### src/rtl/ifd_pkg.sv
package ifd_pkg;

  // defaults for the top-level parameters
  localparam int unsigned DEPTH_DEF       = 4096;
  localparam int unsigned SAMPLE_BITS_DEF = 16;
  localparam int unsigned FRAC_BITS_DEF   = 8;

  // fixed field and register widths
  localparam int unsigned DELAY_BITS    = 21;
  localparam int unsigned LEN_BITS      = 13;
  localparam int unsigned GAIN_BITS     = 16;
  localparam int unsigned GAIN_FRAC     = 15;
  localparam int unsigned CFG_IDX_BITS  = 2;
  localparam int unsigned CFG_DATA_BITS = 16;

  // register indexes
  localparam logic [CFG_IDX_BITS-1:0] REG_LINE_LENGTH   = 2'd0;
  localparam logic [CFG_IDX_BITS-1:0] REG_FEEDBACK_GAIN = 2'd1;

  localparam logic [LEN_BITS-1:0] LINE_LENGTH_RST = 13'd4096;
  localparam int unsigned         LEN_MIN         = 2;

  // step enables from the sequencer to the arithmetic
  typedef struct packed {
    logic mul_en;
    logic add_en;
    logic fb_en;
  } ifd_ctrl_t;

endpackage

### src/rtl/ifd_interp.sv
module ifd_interp #(
  parameter int unsigned SAMPLE_BITS = ifd_pkg::SAMPLE_BITS_DEF,
  parameter int unsigned FRAC_BITS   = ifd_pkg::FRAC_BITS_DEF
) (
  input  logic                                 clk_i,
  input  ifd_pkg::ifd_ctrl_t                   ctrl_i,
  input  logic [SAMPLE_BITS-1:0]               rd_a_i,
  input  logic [SAMPLE_BITS-1:0]               rd_b_i,
  input  logic [FRAC_BITS-1:0]                 frac_i,
  input  logic [SAMPLE_BITS-1:0]               x_i,
  input  logic signed [ifd_pkg::GAIN_BITS-1:0] gain_i,
  output logic [SAMPLE_BITS-1:0]               y_o,
  output logic [SAMPLE_BITS-1:0]               w_o
);
  import ifd_pkg::*;

  localparam int unsigned S = SAMPLE_BITS;

  logic signed [S:0]               diff;
  logic signed [S+FRAC_BITS+1:0]   prod_q;
  logic signed [S+FRAC_BITS+1:0]   prod_sh;
  logic signed [S+1:0]             y_sum;
  logic [S-1:0]                    y_q;
  logic signed [S+GAIN_BITS-1:0]   fbp_q;
  logic signed [S+GAIN_BITS-1:0]   fb_sh;
  logic signed [S+1:0]             w_sum;
  logic                            w_ok;

  assign diff    = $signed({rd_b_i[S-1], rd_b_i}) - $signed({rd_a_i[S-1], rd_a_i});
  // arithmetic shift gives the floor
  assign prod_sh = prod_q >>> FRAC_BITS;
  assign y_sum   = $signed({{2{rd_a_i[S-1]}}, rd_a_i}) + $signed(prod_sh[S+1:0]);

  assign fb_sh   = fbp_q >>> GAIN_FRAC;
  assign w_sum   = $signed({{2{x_i[S-1]}}, x_i}) + $signed(fb_sh[S+1:0]);
  assign w_ok    = (&w_sum[S+1:S-1]) || !(|w_sum[S+1:S-1]);

  always_comb begin
    if (w_ok) begin
      w_o = w_sum[S-1:0];
    end else if (w_sum[S+1]) begin
      w_o = {1'b1, {(S-1){1'b0}}};
    end else begin
      w_o = {1'b0, {(S-1){1'b1}}};
    end
  end

  always_ff @(posedge clk_i) begin
    if (ctrl_i.mul_en) begin
      prod_q <= diff * $signed({1'b0, frac_i});
    end
    if (ctrl_i.add_en) begin
      y_q <= y_sum[S-1:0];
    end
    if (ctrl_i.fb_en) begin
      fbp_q <= $signed(y_q) * gain_i;
    end
  end

  assign y_o = y_q;

endmodule

### config.mk
export PLATFORM = sky130hd
export DESIGN_NAME = ifd_interp
export DESIGN_NICKNAME = d
export VERILOG_FILES = /design/src/rtl/ifd_pkg.sv /design/src/rtl/ifd_interp.sv
export SDC_FILE = /design/constraint.sdc
export NUM_CORES = 1
export LEC_CHECK = 0
export BUFFER_PORTS_ARGS = -buffer_cell sky130_fd_sc_hd__buf_4
export CAP_MARGIN = 20
export CORE_MARGIN = 2
export CORE_UTILIZATION = 50
export CTS_BUF_LIST = sky130_fd_sc_hd__clkbuf_4 sky130_fd_sc_hd__clkbuf_8
export DETAILED_ROUTE_END_ITERATION = 10
export PLACE_DENSITY = 0.7
export SETUP_SLACK_MARGIN = 0.1
export SLEW_MARGIN = 10
export SYNTH_ARGS = -nofsm -noshare
export SYNTH_HDL_FRONTEND = slang
export SYNTH_SLANG_ARGS = --single-unit
### constraint.sdc
create_clock -name clk_i -period 7.45 [get_ports clk_i]
set_input_delay 1.49 -clock clk_i [delete_from_list [all_inputs] [get_ports clk_i]]
set_output_delay 1.49 -clock clk_i [all_outputs]
set_load 0.02 [all_outputs]
=== After elaboration in Yosys (flattened, before gate mapping) ===
Index checks and enable logic that the tools add are counted.

* Output and inout port bits: 32
* Bits of input ports: 76
* Logic and storage cells: 14
* Register bits: 72

* $mul: 2
* Reductions and logical operators: 4
* Mux-type cells: 2
* $add $sub $neg: 3

{| class="wikitable"
|+ Operators by type and width
! operator !! number
|-
| $mul 16x16->32 || 1
|-
| $mux 16 || 2
|-
| $mul 17x9->24 || 1
|-
| $add 16x17->18 || 1
|-
| $sub 16x16->17 || 1
|-
| $add 16x16->16 || 1
|-
| $reduce_and 3->1 || 1
|-
| $reduce_or 3->1 || 1
|-
| $logic_not 1->1 || 1
|-
| $logic_or 1x1->1 || 1
|}

=== Logic depth before layout (Yosys ltp) ===
Gate-level depths: netlist of run 1.

* Depth after elaboration: 5
* Depth in mapped cells: 28
* Gate-level depth less buffers: 28

=== Least setup slack after synthesis of run 1 ===
Ideal clock, no wire load.

* Path kind: in2reg
* Start point: in rd_b_i[0]
* End point: reg prod_q[23] (data pin)
* Setup slack: -0.305 ns
* Arrival time: 7.487 ns
* Stages on the path: 28
* Buffers on the path: 0
* Data required time: 7.182 ns
* Cells stage by stage: inv_1 ha_1 fa_1 nor2b_1 o21a_1 o21ai_1 a211oi_1 nor3_1 o31ai_1 a211oi_1 nor3_1 nand2_1 fa_1 inv_1 fa_1 fa_1 inv_1 fa_1 inv_1 ha_1 a21o_1 a21o_1 a21o_1 a21o_1 a21oi_1 o211ai_1 o211ai_1 xnor3_1

* Longest elaborated chain between the ends: 2

{| class="wikitable"
|+ Ends and longest elaborated chain
! item !! line !! source
|-
| start, declared || ifd_interp.sv:8 || <nowiki>input logic [SAMPLE_BITS-1:0] rd_b_i,</nowiki>
|-
| $sub 16x16->17 || ifd_interp.sv:29 || <nowiki>assign diff = $signed({rd_b_i[S-1], rd_b_i}) - $signed({rd_a_i[S-1], rd_a_i});</nowiki>
|-
| $mul 17x9->24 || ifd_interp.sv:50 || <nowiki>prod_q <= diff * $signed({1'b0, frac_i});</nowiki>
|-
| end signal, assigned || ifd_interp.sv:50 ||
|-
| end, declared || ifd_interp.sv:20 || <nowiki>logic signed [S+FRAC_BITS+1:0] prod_q;</nowiki>
|}

Every way passes these cells.
A chain may end at the register's enable or synchronous reset.

=== Worst setup path after layout of run 1 ===
* Start point: in rd_a_i[1]
* End point: reg prod_q[23] (data pin)

* Longest elaborated chain between the ends: 2

{| class="wikitable"
|+ Ends and longest elaborated chain
! item !! line !! source
|-
| start, declared || ifd_interp.sv:7 || <nowiki>input logic [SAMPLE_BITS-1:0] rd_a_i,</nowiki>
|-
| $sub 16x16->17 || ifd_interp.sv:29 ||
|-
| $mul 17x9->24 || ifd_interp.sv:50 ||
|}

Every way passes these cells.

==> results.md, run 1 <==
- The family of cells with the greatest summed delay on the critical path is adder cells.
- At the later pin of the worst-skew pair, clock insertion delay measures 0.34 ns.
- The clock transition time at the flip-flop clock pins of the worst setup and hold paths is 0.11 ns.
- The global route total overflow is 0.
- For this run, the leading register cell type out of synthesis is sky130_fd_sc_hd__edfxtp_1.
- The floorplan step defined a die boundary enclosing 37100 um2.
- The number of antenna violations at the first check in global routing is 0.
- The type of the tightest min-delay check is flop to flop.
- The data arrival at the endpoint of the critical path is 7.21 ns.
- The unique cell type count in the Yosys netlist is 63.
- The sum of buffers and inverters on the critical path is 5.
- In the final layout, the share of cells above drive strength 1 is 0.130.
- The total negative slack is 0 ns.
- The ratio of routed vias to standard cells is 5.19.
- The detailed-routing iteration count for the pre-antenna-repair pass is 7.
- Synthesis handed over a netlist of 1942 instances.
- After the flow finishes, the layout carries non-filler instances totaling 2561.
- The total standard cell area after synthesis is 17800 um2.
- The number of sinks driven by the clock tree is 49.
- Data on the critical path is required at its endpoint by 7.54 ns.
- Row generation in the floorplan step produced 69 rows.
- The type of the setup path with the least slack is input port to flop.
- The tool flagged a number of max-cap violations equal to 0.
- The remaining antenna violation count is 0.
- The sequential-to-total area share from yosys stat is 0.0828.
- The worst path meets setup with 0.324 ns of slack.
- The TritonCTS clock tree is yes.
- At the placement stage, the worst setup path has a slack of -0.331 ns.
- The hold buffer count at CTS is 0.
- The routed layout has 13300 vias.
- The total count of hold-check failures in the final report is 0.
- The starting utilization of the core area is 0.504.
- The kind of end point of the critical path is a flop.
- Once the clock tree was built, the setup fixing pass inserted 0 buffers.
- Setup repair after global routing could not meet its margin everywhere.
- Port buffering added 107 buffers.
- For this block, the initial DRC count from the detailed router was 638.
- The die outline width is 193 um.
- The final critical delay including setup and external delays is 7.13 ns.
- During synthesis, Yosys emitted a total of 0 warnings.
- The y dimension of the die is 193 um.
- The final worst clock skew is 0.0280 ns.
- Counting tap cells, the placed design contains a total of 2553 instances.
- The worst hold slack is 0.601 ns.
- The average instance in the mapped netlist occupies 9.16 um2.
- No sink is reached through more buffers than the 2 on the longest clock path.
- Of the available clock period, the critical path in the final layout requires 0.956.
- The area inside the core boundary is 35300 um2.
- The cell occurring most often along the worst timing path is sky130_fd_sc_hd__a21o_1.
- The routed length per instance is 15.7 um.
- Entering global routing, the biggest net connects 23 pins.
- The number of global-route vias before repair is 14100.
- The number of nets at the end of the flow is 2711.
- Ranked by total cell area, the synthesized netlist is headed by sky130_fd_sc_hd__fa_1 41%, sky130_fd_sc_hd__ha_1 12%, sky130_fd_sc_hd__inv_1 10%.
- The placer's final routability congestion estimate is 0.895.
- The repair_antennas step left the layout with diodes totalling 0.
- The HPWL after detailed placement is 34.2 mm.
- The tree is rooted in a sky130_fd_sc_hd__clkbuf_8.
- Synthesis inferred 49 register bits.
- For this design, the slowest cell found on the critical path is sky130_fd_sc_hd__fa_1.
- The highest attainable clock frequency is 0.140 GHz.
- Of all flip-flops after synthesis, the portion carrying an async set or reset was 0.
- The global routing usage summed across all routing layers is 0.231.
- The remaining design rule violation count is 0.
- The count of pins over their slew limit came to 0.
- Along the worst path, the maximum fanout reaches 8.
- The top-area cell type share of the netlist area is 0.412.
- The number of nets handed over by synthesis was 2554.
- For this block, the routed nets add up to 40.1 mm of wire.
- In this run the tightest slew margin relative to its limit is 0.451.
- The commonest cells after synthesis are 480 x sky130_fd_sc_hd__inv_1, 366 x sky130_fd_sc_hd__fa_1, 207 x sky130_fd_sc_hd__nand2_1.
- The count of flip-flops with a built-in enable after synthesis is 49.
- The startpoint type of the worst setup path is an input port.
- The run finished with clean final reports.
- The total number of H-tree levels is 2.
- In this run the count of I/O pins placed on the die edge is 108.
- The area growth from synthesis to layout is 12.4%.
- The largest single stage delay on the critical path is 0.54 ns.
- The transition time of the tightest slew-check pin is 0.818 ns.
- The number of clock buffers added by TritonCTS is 5.
- The first global-routing pass estimated 68.2 mm of wire.
- The setup violation total in the final timing report is 0.
- The layout has 3170 filler cells.
- The most area-hungry cell type in the Yosys netlist is sky130_fd_sc_hd__fa_1.
- The most common cell in the netlist is sky130_fd_sc_hd__inv_1.
-- final timing paths --
kind | startpoint | endpoint | slack [ns] | cells past startpoint
worst max-delay path | rd_a_i[1] | prod_q[23]$_DFFE_PP_ | 0.32 | 27
worst min-delay path | prod_q[8]$_DFFE_PP_ | y_o[0]$_DFFE_PP_ | 0.60 | 1
worst max register to register | y_o[9]$_DFFE_PP_ | fbp_q[27]$_DFFE_PP_ | 0.79 | 21
worst min register to register | prod_q[8]$_DFFE_PP_ | y_o[0]$_DFFE_PP_ | 0.60 | 1
-- registers in the layout, summed over array words and instances, names as in the netlist --
signal / flops
fbp_q: 17
prod_q: 16
y_o: 16
-- final cells by class --
type	count	area [um2]	area share
Clock inverter	3	28.8	0.00144
Clock buffer	5	68.8	0.00344
Tap cell	461	577	0.0289
Multi-Input combinational cell	1352	14400	0.722
Inverter	480	1800	0.0901
Timing Repair Buffer	211	1600	0.0801
Sequential cell	49	1470	0.0736
-- timing repair --
| action | CTS | global route |
|---|---|---|
| gates cloned | 0 | 0 |
| hold endpoints to repair | 0 | 0 |
| setup endpoints to repair | 3 | 13 |
| resized for setup | 2 | 25 |
| pin swaps | 0 | 31 |
-- cell usage in the layout, fill, tap and decap left out, drive strengths merged, types with 3 or more instances in the layout --
master   Yosys  final
and2       163    163
o21a         7      7
a211oi      11     11
ha         170    170
nor2b       14     14
o21ai       36     36
a21o        23     23
clkbuf      56      5
o211ai      12     12
or3         11     11
and3b        3      3
buf          5    211
xnor2       56     56
nand4        3      3
and3         9      9
nand2b      14     14
nand3       34     34
nand3b       5      5
nand2      207    207
nor4         3      3
o2111ai      3      3
o21bai       7      7
nor2        50     50
edfxtp      49     49
nor3        25     25
o311ai       5      5
a41oi        3      3
a21oi       45     45
fa         366    366
xor2        26     26
a21boi       3      3
a311oi       8      8
a31o         3      3
nor3b        6      6
inv        480    482
o31ai        4      4
-- stage by stage --
step                 util  instance area (um2)
global route        0.566                20000
CTS                 0.563                19900
global placement    0.560                19800
finish              0.566                20000
floorplan               -                17900
detailed placement  0.560                19800
-- metal layers --
| metal | part of all wire | GRT usage | up-vias |
|---|---|---|---|
| met5 | 0 | 0 | - |
| met4 | 0.022 | 0.0608 | 0 |
| met3 | 0.048 | 0.0198 | 49 |
| met2 | 0.50 | 0.412 | 324 |
| met1 | 0.43 | 0.304 | 6683 |
| li1 | - | - | 6233 |
-- cells by family (layout without fill, tap and decap cells) --
| kind of cell | count (synthesis) | after routing | synth area share |
|---|---|---|---|
| fa+ha+maj | 536 | 536 | 0.532 |
| buf+inv | 541 | 699 | 0.115 |
| flops | 49 | 49 | 0.0828 |
| xor+xnor | 83 | 83 | 0.0421 |
| simple gates | 551 | 551 | 0.157 |
| compound gates | 182 | 182 | 0.0721 |
-- worst register-to-register path, delay by kind of cell, from the launching register on --
kind            cells  cell delay, ns
fa+ha+maj           7            3.35
compound gates      8            1.59
flops               1            0.90
xor+xnor            1            0.13
simple gates        1            0.16
buf+inv             4            0.31
Power of run 1 is left out: the tool's default activity adds up to more than one toggle a clock period on the data nets, which glitch-free logic cannot reach.
==> inputs of run 2 (changes only) <==
BUFFER_PORTS_ARGS = default   (was -buffer_cell sky130_fd_sc_hd__buf_4)
DONT_BUFFER_PORTS = 1   (was default)
PLACE_DENSITY = default   (was 0.7)
clock period = 8.73 ns   (was 7.45 ns; I/O delays follow)
==> run 2 against run 1 <==
Net effect: register-to-register slack gained 0.74 ns; hold slack gained 0.013 ns; worst setup slack gained 0.36 ns; via count shrank 6.7%; flip-flop and latch count is the same; critical endpoint unchanged; die area is the same; cell count shrank 7.5%; core utilization shrank 4.6 points; final area shrank 8.2%; sequential share of layout area grew 0.66 points.
==> results.md, run 2 (synthesized netlist as in run 1, its figures left out) <==
- The run finished with clean final reports.
- The critical path starts at rd_a_i[1].
- The detailed-routing iteration count for the pre-antenna-repair pass is 4.
- In the final timing run, aggregate negative setup slack is 0 ns.
- The number of nets at the end of the flow is 2518.
- The maximum fanout along the worst path is 10.
- Dividing the final minimum period by the clock period gives 0.921.
- The number of global-route vias before repair is 13700.
- In the layout the commonest cells are 480 x sky130_fd_sc_hd__inv_1, 366 x sky130_fd_sc_hd__fa_1, 207 x sky130_fd_sc_hd__nand2_1.
- The insertion delay of the later-clocked pin in the worst-skew pair is 0.34 ns.
- The maximum root-to-sink buffer count is 2.
- The total number of vias is 12400.
- The first routing iteration left 545 violations.
- The critical path's slowest cell is sky130_fd_sc_hd__fa_1.
- Setup repair after global routing left no endpoint under its margin.
- The number of fill cells is 3379.
- The leading cell type in the layout, fill and taps excluded is sky130_fd_sc_hd__inv_1.
- The ratio of routed vias to standard cells is 5.24.
- The startpoint of the most critical register-to-register path is y_o[11]$_DFFE_PP_.
- Counting every sink on the clock net gives 49.
- The type of the tightest min-delay check is flop to flop.
- The number of antenna violations at the first check in global routing was 0.
- The remaining design rule violation count is 0.
- The data arrival at the endpoint of the critical path is 8.13 ns.
- Clock tree synthesis selected as its root buffer the cell sky130_fd_sc_hd__clkbuf_8.
- Setup violations remaining at the end of the flow were counted as 0.
- The global routing usage summed across all routing layers is 0.234.
- STA classifies the critical path startpoint as an input port.
- The final critical delay including setup and external delays is 8.04 ns.
- The headroom to the max-slew limit is 0.303.
- On the final layout, the worst clock skew is 0.0117 ns.
- The floorplan step defined a core boundary enclosing 35300 um2.
- The proportion of layout cells with a drive suffix above 1 is 0.0252.
- The placer's final routability congestion estimate is 0.882.
- The first-pass GRT wire length is 68.2 mm.
- The worst register-to-register path has a depth of 20.
- The register with the most flip-flops in the layout has 17 of them.
- In this run, CTS created clock tree buffers numbering 5.
- The transition time of the tightest slew-check pin is 1.04 ns.
- The total count of hold-check failures in the final report was 0.
- The clock transition time at the flip-flop clock pins of the worst setup and hold paths is 0.10 ns.
- Buffers inserted to repair hold after CTS numbered 0.
- The worst register-to-register path ends at fbp_q[31]$_DFFE_PP_.
- The number of diodes added for antenna fixing is 0.
- By startpoint and endpoint, the worst setup path is classified as input port to flop.
- For this run, the top clock speed supported by timing is 0.124 GHz.
- The y dimension of the die is 193 um.
- The footprint of the multi-input gates is 14300 um2.
- Counting flops per register, the top entry is fbp_q.
- The number of max-cap violations is 0.
- The initialized floorplan defines 69 standard-cell rows.
- The number of gates resized after cts is 0.
- The layout-stage area growth over the synthesis result is 3.22%.
- The largest stage delay on the critical path is 0.55 ns.
- The worst register-to-register path has a setup slack of 1.53 ns.
- The maximum number of pins on one net before global-route repair is 23.
- The initial utilization of the core area, before any placement, comes to 0.504.
- The total number of H-tree levels is 2.
- The floorplan step defined a die boundary enclosing 37100 um2.
- The routed length per instance is 16.7 um.
- The area of all sequential standard cells is 1470 um2.
- The die outline width is 193 um.
- TritonCTS built the clock tree.
- The global route total overflow is 0.
- The number of buffers inserted to repair setup after CTS is 0.
- The required time at the worst-slack endpoint is 8.82 ns.
- The worst setup path is captured at a flop.
- The remaining antenna violation count is 0.
- The number of buffers inserted by port buffering is 0.
- The HPWL after detailed placement is 33.4 mm.
- The count of pins over their slew limit is 0.
- The overall routed net length is 39.5 mm.
- The most critical setup path has its endpoint at prod_q[23]$_DFFE_PP_.
- On the final layout, the worst hold slack is 0.614 ns.
- For this design the top-level I/O count stands at 108.
==> run 2: changes by cell type in the layout (fill, tap and decap cells not counted), moves of 3 or more <==
cell,previous run,this run
sky130_fd_sc_hd__ha_1,166,170
sky130_fd_sc_hd__inv_2,4,0
sky130_fd_sc_hd__a21oi_2,4,1
sky130_fd_sc_hd__a211oi_1,6,9
sky130_fd_sc_hd__buf_4,209,18
sky130_fd_sc_hd__inv_1,476,480
sky130_fd_sc_hd__xnor2_2,4,1
sky130_fd_sc_hd__ha_4,3,0
sky130_fd_sc_hd__xnor2_1,52,55
sky130_fd_sc_hd__a21oi_1,41,44
==> run 2: stage by stage <==
step           instance area, um2  setup WS (ns)  utilization  cells
2_1_floorplan               17800          0.719            -   1942
3_3_place_gp                18300          0.331        0.517   2360
3_5_place_dp                18300          0.217        0.517   2360
4_1_cts                     18300          0.590        0.519   2368
5_1_grt                     18400          0.219        0.520   2368
6_report                    18400          0.687        0.520   2368
==> run 2: cell type report <==
cell class	instances	share of cell area
clock buffer	5	0.00375
multi-input combinational	1352	0.778
timing repair buffer	18	0.00736
sequential	49	0.0802
clock inverter	3	0.00109
tap	461	0.0314
inverter	480	0.0982
==> run 2: worst min-delay path by stage <==
stage | start | to | slack, ns | cells past startpoint
after CTS | prod_q[8]$_DFFE_PP_ | y_o[0]$_DFFE_PP_ | 0.62 | 1
after detailed placement | prod_q[8]$_DFFE_PP_ | y_o[0]$_DFFE_PP_ | 0.58 | 1
after global placement | prod_q[8]$_DFFE_PP_ | y_o[0]$_DFFE_PP_ | 0.62 | 1
after floorplan | prod_q[8]$_DFFE_PP_ | y_o[0]$_DFFE_PP_ | 0.51 | 1
after global routing | prod_q[8]$_DFFE_PP_ | y_o[0]$_DFFE_PP_ | 0.61 | 1
final | prod_q[8]$_DFFE_PP_ | y_o[0]$_DFFE_PP_ | 0.61 | 1
==> run 2: metal layers <==
layer  track usage  vias up  wire length (um)
met5             0        -                 0
met4        0.0558        0               760
met3        0.0289       43              1750
met2         0.420      231             19900
met1         0.302     6293             17100
li1              -     5838                 -
==> run 2: worst max-delay path: cells and delay by family <==
kind	cells	cell delay, ns
AND/OR/NAND/NOR	2	0.55
XOR/XNOR	1	0.42
buffers and inverters	5	0.46
AO/OA/AOI/OAI	12	2.42
adder cells (fa/ha/maj)	6	2.54
Power of run 2 is left out for the same reason.
==> inputs of run 3 (changes only) <==
ABC_AREA = 1   (was default)
==> run 3 against run 2 <==
Net effect: register-to-register slack better by 0.73 ns; global-route usage is 3.0 points higher; die area is 7.4% higher; routed wire length is 25% higher; synthesized area is 7.6% higher; non-clock buffer count is 14 lower; largest cell class unchanged; critical path type unchanged; flip-flop and latch count stayed put.
==> results.md, run 3 <==
- The cell depth of the worst hold path is 1.
- The most flop-heavy register is fbp_q.
- The kind of end point of the critical path is a flop.
- Counting flops and latches in the post-synthesis netlist gives 49.
- By area the synthesized netlist is led by sky130_fd_sc_hd__fa_1 38%, sky130_fd_sc_hd__inv_1 14%, sky130_fd_sc_hd__nand2_1 12%.
- The maximum fanout along the worst path is 7.
- The total count of hold-check failures in the final report came to 0.
- The total die area is 39800 um2.
- The starting utilization of the core area is 0.508.
- In the global route stage, overall resource usage came out at 0.265.
- The total negative slack is 0 ns.
- The type of the tightest min-delay check is flop to flop.
- By count the netlist is led by 691 x sky130_fd_sc_hd__inv_1, 600 x sky130_fd_sc_hd__nand2_1, 366 x sky130_fd_sc_hd__fa_1.
- In this run, the number of DRC markers left after iteration 0 of detailed routing was 570.
- Row generation in the floorplan step produced 71 rows.
- Setup repair after global routing left no endpoint under its margin.
- The core region is 37700 um2.
- The HPWL after detailed placement is 42.9 mm.
- During synthesis, Yosys emitted a total of 0 warnings.
- The final critical delay including setup and external delays is 7.24 ns.
- The number of buffers inserted to repair setup after CTS is 0.
- In this run the number of H-tree levels came out at 2.
- The startpoint type of the worst setup path is an input port.
- The critical path's slowest cell is sky130_fd_sc_hd__fa_1.
- The cell occurring most often along the worst timing path is sky130_fd_sc_hd__nand2_1.
- In this run the vertical extent of the chip is 200 um.
- The clock arrives with 0.0134 ns of skew.
- Of the available clock period, the critical path in the final layout requires 0.829.
- The later pin in the worst-skew pair is clocked with a latency of 0.34 ns.
- The proportion of layout cells with a drive suffix above 1 is 0.0216.
- The count of pins over their slew limit came to 0.
- The number of gates resized after cts is 0.
- The most common cell in the netlist is sky130_fd_sc_hd__inv_1.
- The flow ran to the end, and the final reports show no timing, DRC or antenna violations.
- The TritonCTS clock tree is yes.
- The setup violation total in the final timing report is 0.
- No sink is reached through more buffers than the 2 on the longest clock path.
- The number of nets at the end of the flow is 3068.
- The number of flip-flops in the largest register is 17.
- After clock tree synthesis, the flow added hold-fix buffers numbering 0.
- The number of global-route vias before repair is 17000.
- The placer's final routability congestion estimate is 0.924.
- The number of placed I/O pins is 108.
- The top-area cell type share of the netlist area is 0.383.
- Following the worst setup path forward leads to its endpoint at prod_q[21]$_DFFE_PP_.
- The total number of vias is 15300.
- The most used flip-flop cell after synthesis is sky130_fd_sc_hd__edfxtp_1.
- The number of antenna violations at the first check in global routing came to 0.
- The post-synth net total is 3125.
- The sequential-to-total area share from yosys stat is 0.0769.
- The routed length per instance is 16.6 um.
- In this run, synthesis inferred 49 flip-flops with an integrated enable.
- The root buffer cell is sky130_fd_sc_hd__clkbuf_8.
- The die outline width is 200 um.
- The largest stage delay on the critical path is 0.57 ns.
- The detailed-routing iteration count for the pre-antenna-repair pass is 5.
- Summed over all instances, the cell type with the most area after synthesis is sky130_fd_sc_hd__fa_1.
- A synthesized cell averages 7.61 um2.
- After detailed routing, the number of remaining DRC violations is 0.
- The library cell used most frequently in the layout, excluding fill and tap cells, is sky130_fd_sc_hd__inv_1.
- The ratio of routed vias to standard cells is 5.15.
- The headroom to the max-slew limit is 0.231.
- The number of diodes added for antenna fixing is 0.
- The data arrival at the endpoint of the critical path is 7.34 ns.
- Counting flops with an async set or reset pin after synthesis yields a share of 0.
- The overall routed net length is 49.2 mm.
- The number of sinks driven by the clock tree is 49.
- Entering global routing, the biggest net connects 19 pins.
- STA puts the critical path data required time at 8.83 ns.
- The type of the setup path with the least slack is input port to flop.
- Counting the buffers created by CTS gives 5.
- The number of max-cap violations is 0.
- After detailed placement, the design holds a cell count of 2960.
- The layout-stage area growth over the synthesis result is 2.58%.
- The critical register-to-register path endpoint is fbp_q[28]$_DFFE_PP_.
- The number of fill cells is 3743.
- The number of different library cells used by synthesis comes to 44.
- At the pin with the least slew margin, the transition time is 1.15 ns.
- The startpoint of the most critical register-to-register path is y_o[15]$_DFFE_PP_.
- The first-pass GRT wire length is 82.5 mm.
- The global route total overflow is 0.
- The depth of the worst register-to-register path is 16.
- The total standard cell area after synthesis is 19100 um2.
- The top cell types in the final layout, fill and taps aside, are 691 x sky130_fd_sc_hd__inv_1, 600 x sky130_fd_sc_hd__nand2_1, 366 x sky130_fd_sc_hd__fa_1.
- The setup check on the worst reg-to-reg path leaves a slack of 2.26 ns.
- The highest attainable clock frequency is 0.138 GHz.
- The launch point of the critical path is rd_b_i[0].
- The clock transition time at the flip-flop clock pins of the worst setup and hold paths is 0.11 ns.
- The detail route stage leaves a number of antenna-violating nets equal to 0.
- The post-synthesis cell count is 2513.
- Input and output buffers added on the ports amount to 0.
- The final cell count without fillers is 2968.
## run 3: cell families (layout without fill, tap and decap cells)
logic type / Yosys count / after routing / synth area share
xor gates and xnor gates: 66 / 66 / 0.0302
DFF: 49 / 49 / 0.0769
AOI/OAI and AO/OA: 168 / 168 / 0.0499
and+or+nand+nor: 932 / 932 / 0.198
buffers and inverters: 762 / 706 / 0.150
adders and majority gates: 536 / 536 / 0.494
## run 3: area by class of cell
class,instances,area [um2],area share
timing repair buffer,4,30.0,0.00153
multi-input combinational,1702,14800,0.753
tap,511,639,0.0326
clock inverter,3,25.0,0.00128
inverter,694,2610,0.133
clock buffer,5,68.8,0.00351
sequential,49,1470,0.0750
## run 3: critical path, delay by kind of cell
| kind | cells | cell delay, ns |
|---|---|---|
| xor gates and xnor gates | 1 | 0.08 |
| adders and majority gates | 7 | 3.15 |
| buffers and inverters | 5 | 0.23 |
| and+or+nand+nor | 12 | 2.12 |
## run 3: through the flow
step                       util  cell area [um2]  hold slack, ns  setup slack [ns]
after CTS                 0.521            19600           0.569              1.52
after floorplan               -            19100           0.513              1.69
final                     0.521            19600           0.569              1.49
after global placement    0.518            19500           0.589              1.13
after global routing      0.521            19600           0.590              1.10
after detailed placement  0.518            19500           0.539              1.16
## run 3: layer usage
metal	track usage	share of wire
met1	0.287	0.38
met2	0.525	0.55
met3	0.0329	0.042
met4	0.0875	0.032
met5	0	0
## run 3: worst min-delay path by stage
stage                         from          endpoint  slack (ns)
5_1_grt        prod_q[8]$_DFFE_PP_  y_o[0]$_DFFE_PP_        0.59
3_5_place_dp   prod_q[8]$_DFFE_PP_  y_o[0]$_DFFE_PP_        0.54
6_report       prod_q[8]$_DFFE_PP_  y_o[0]$_DFFE_PP_        0.57
4_1_cts        prod_q[8]$_DFFE_PP_  y_o[0]$_DFFE_PP_        0.57
3_3_place_gp   prod_q[8]$_DFFE_PP_  y_o[0]$_DFFE_PP_        0.59
2_1_floorplan  prod_q[8]$_DFFE_PP_  y_o[0]$_DFFE_PP_        0.51
Power of run 3 is left out for the same reason.
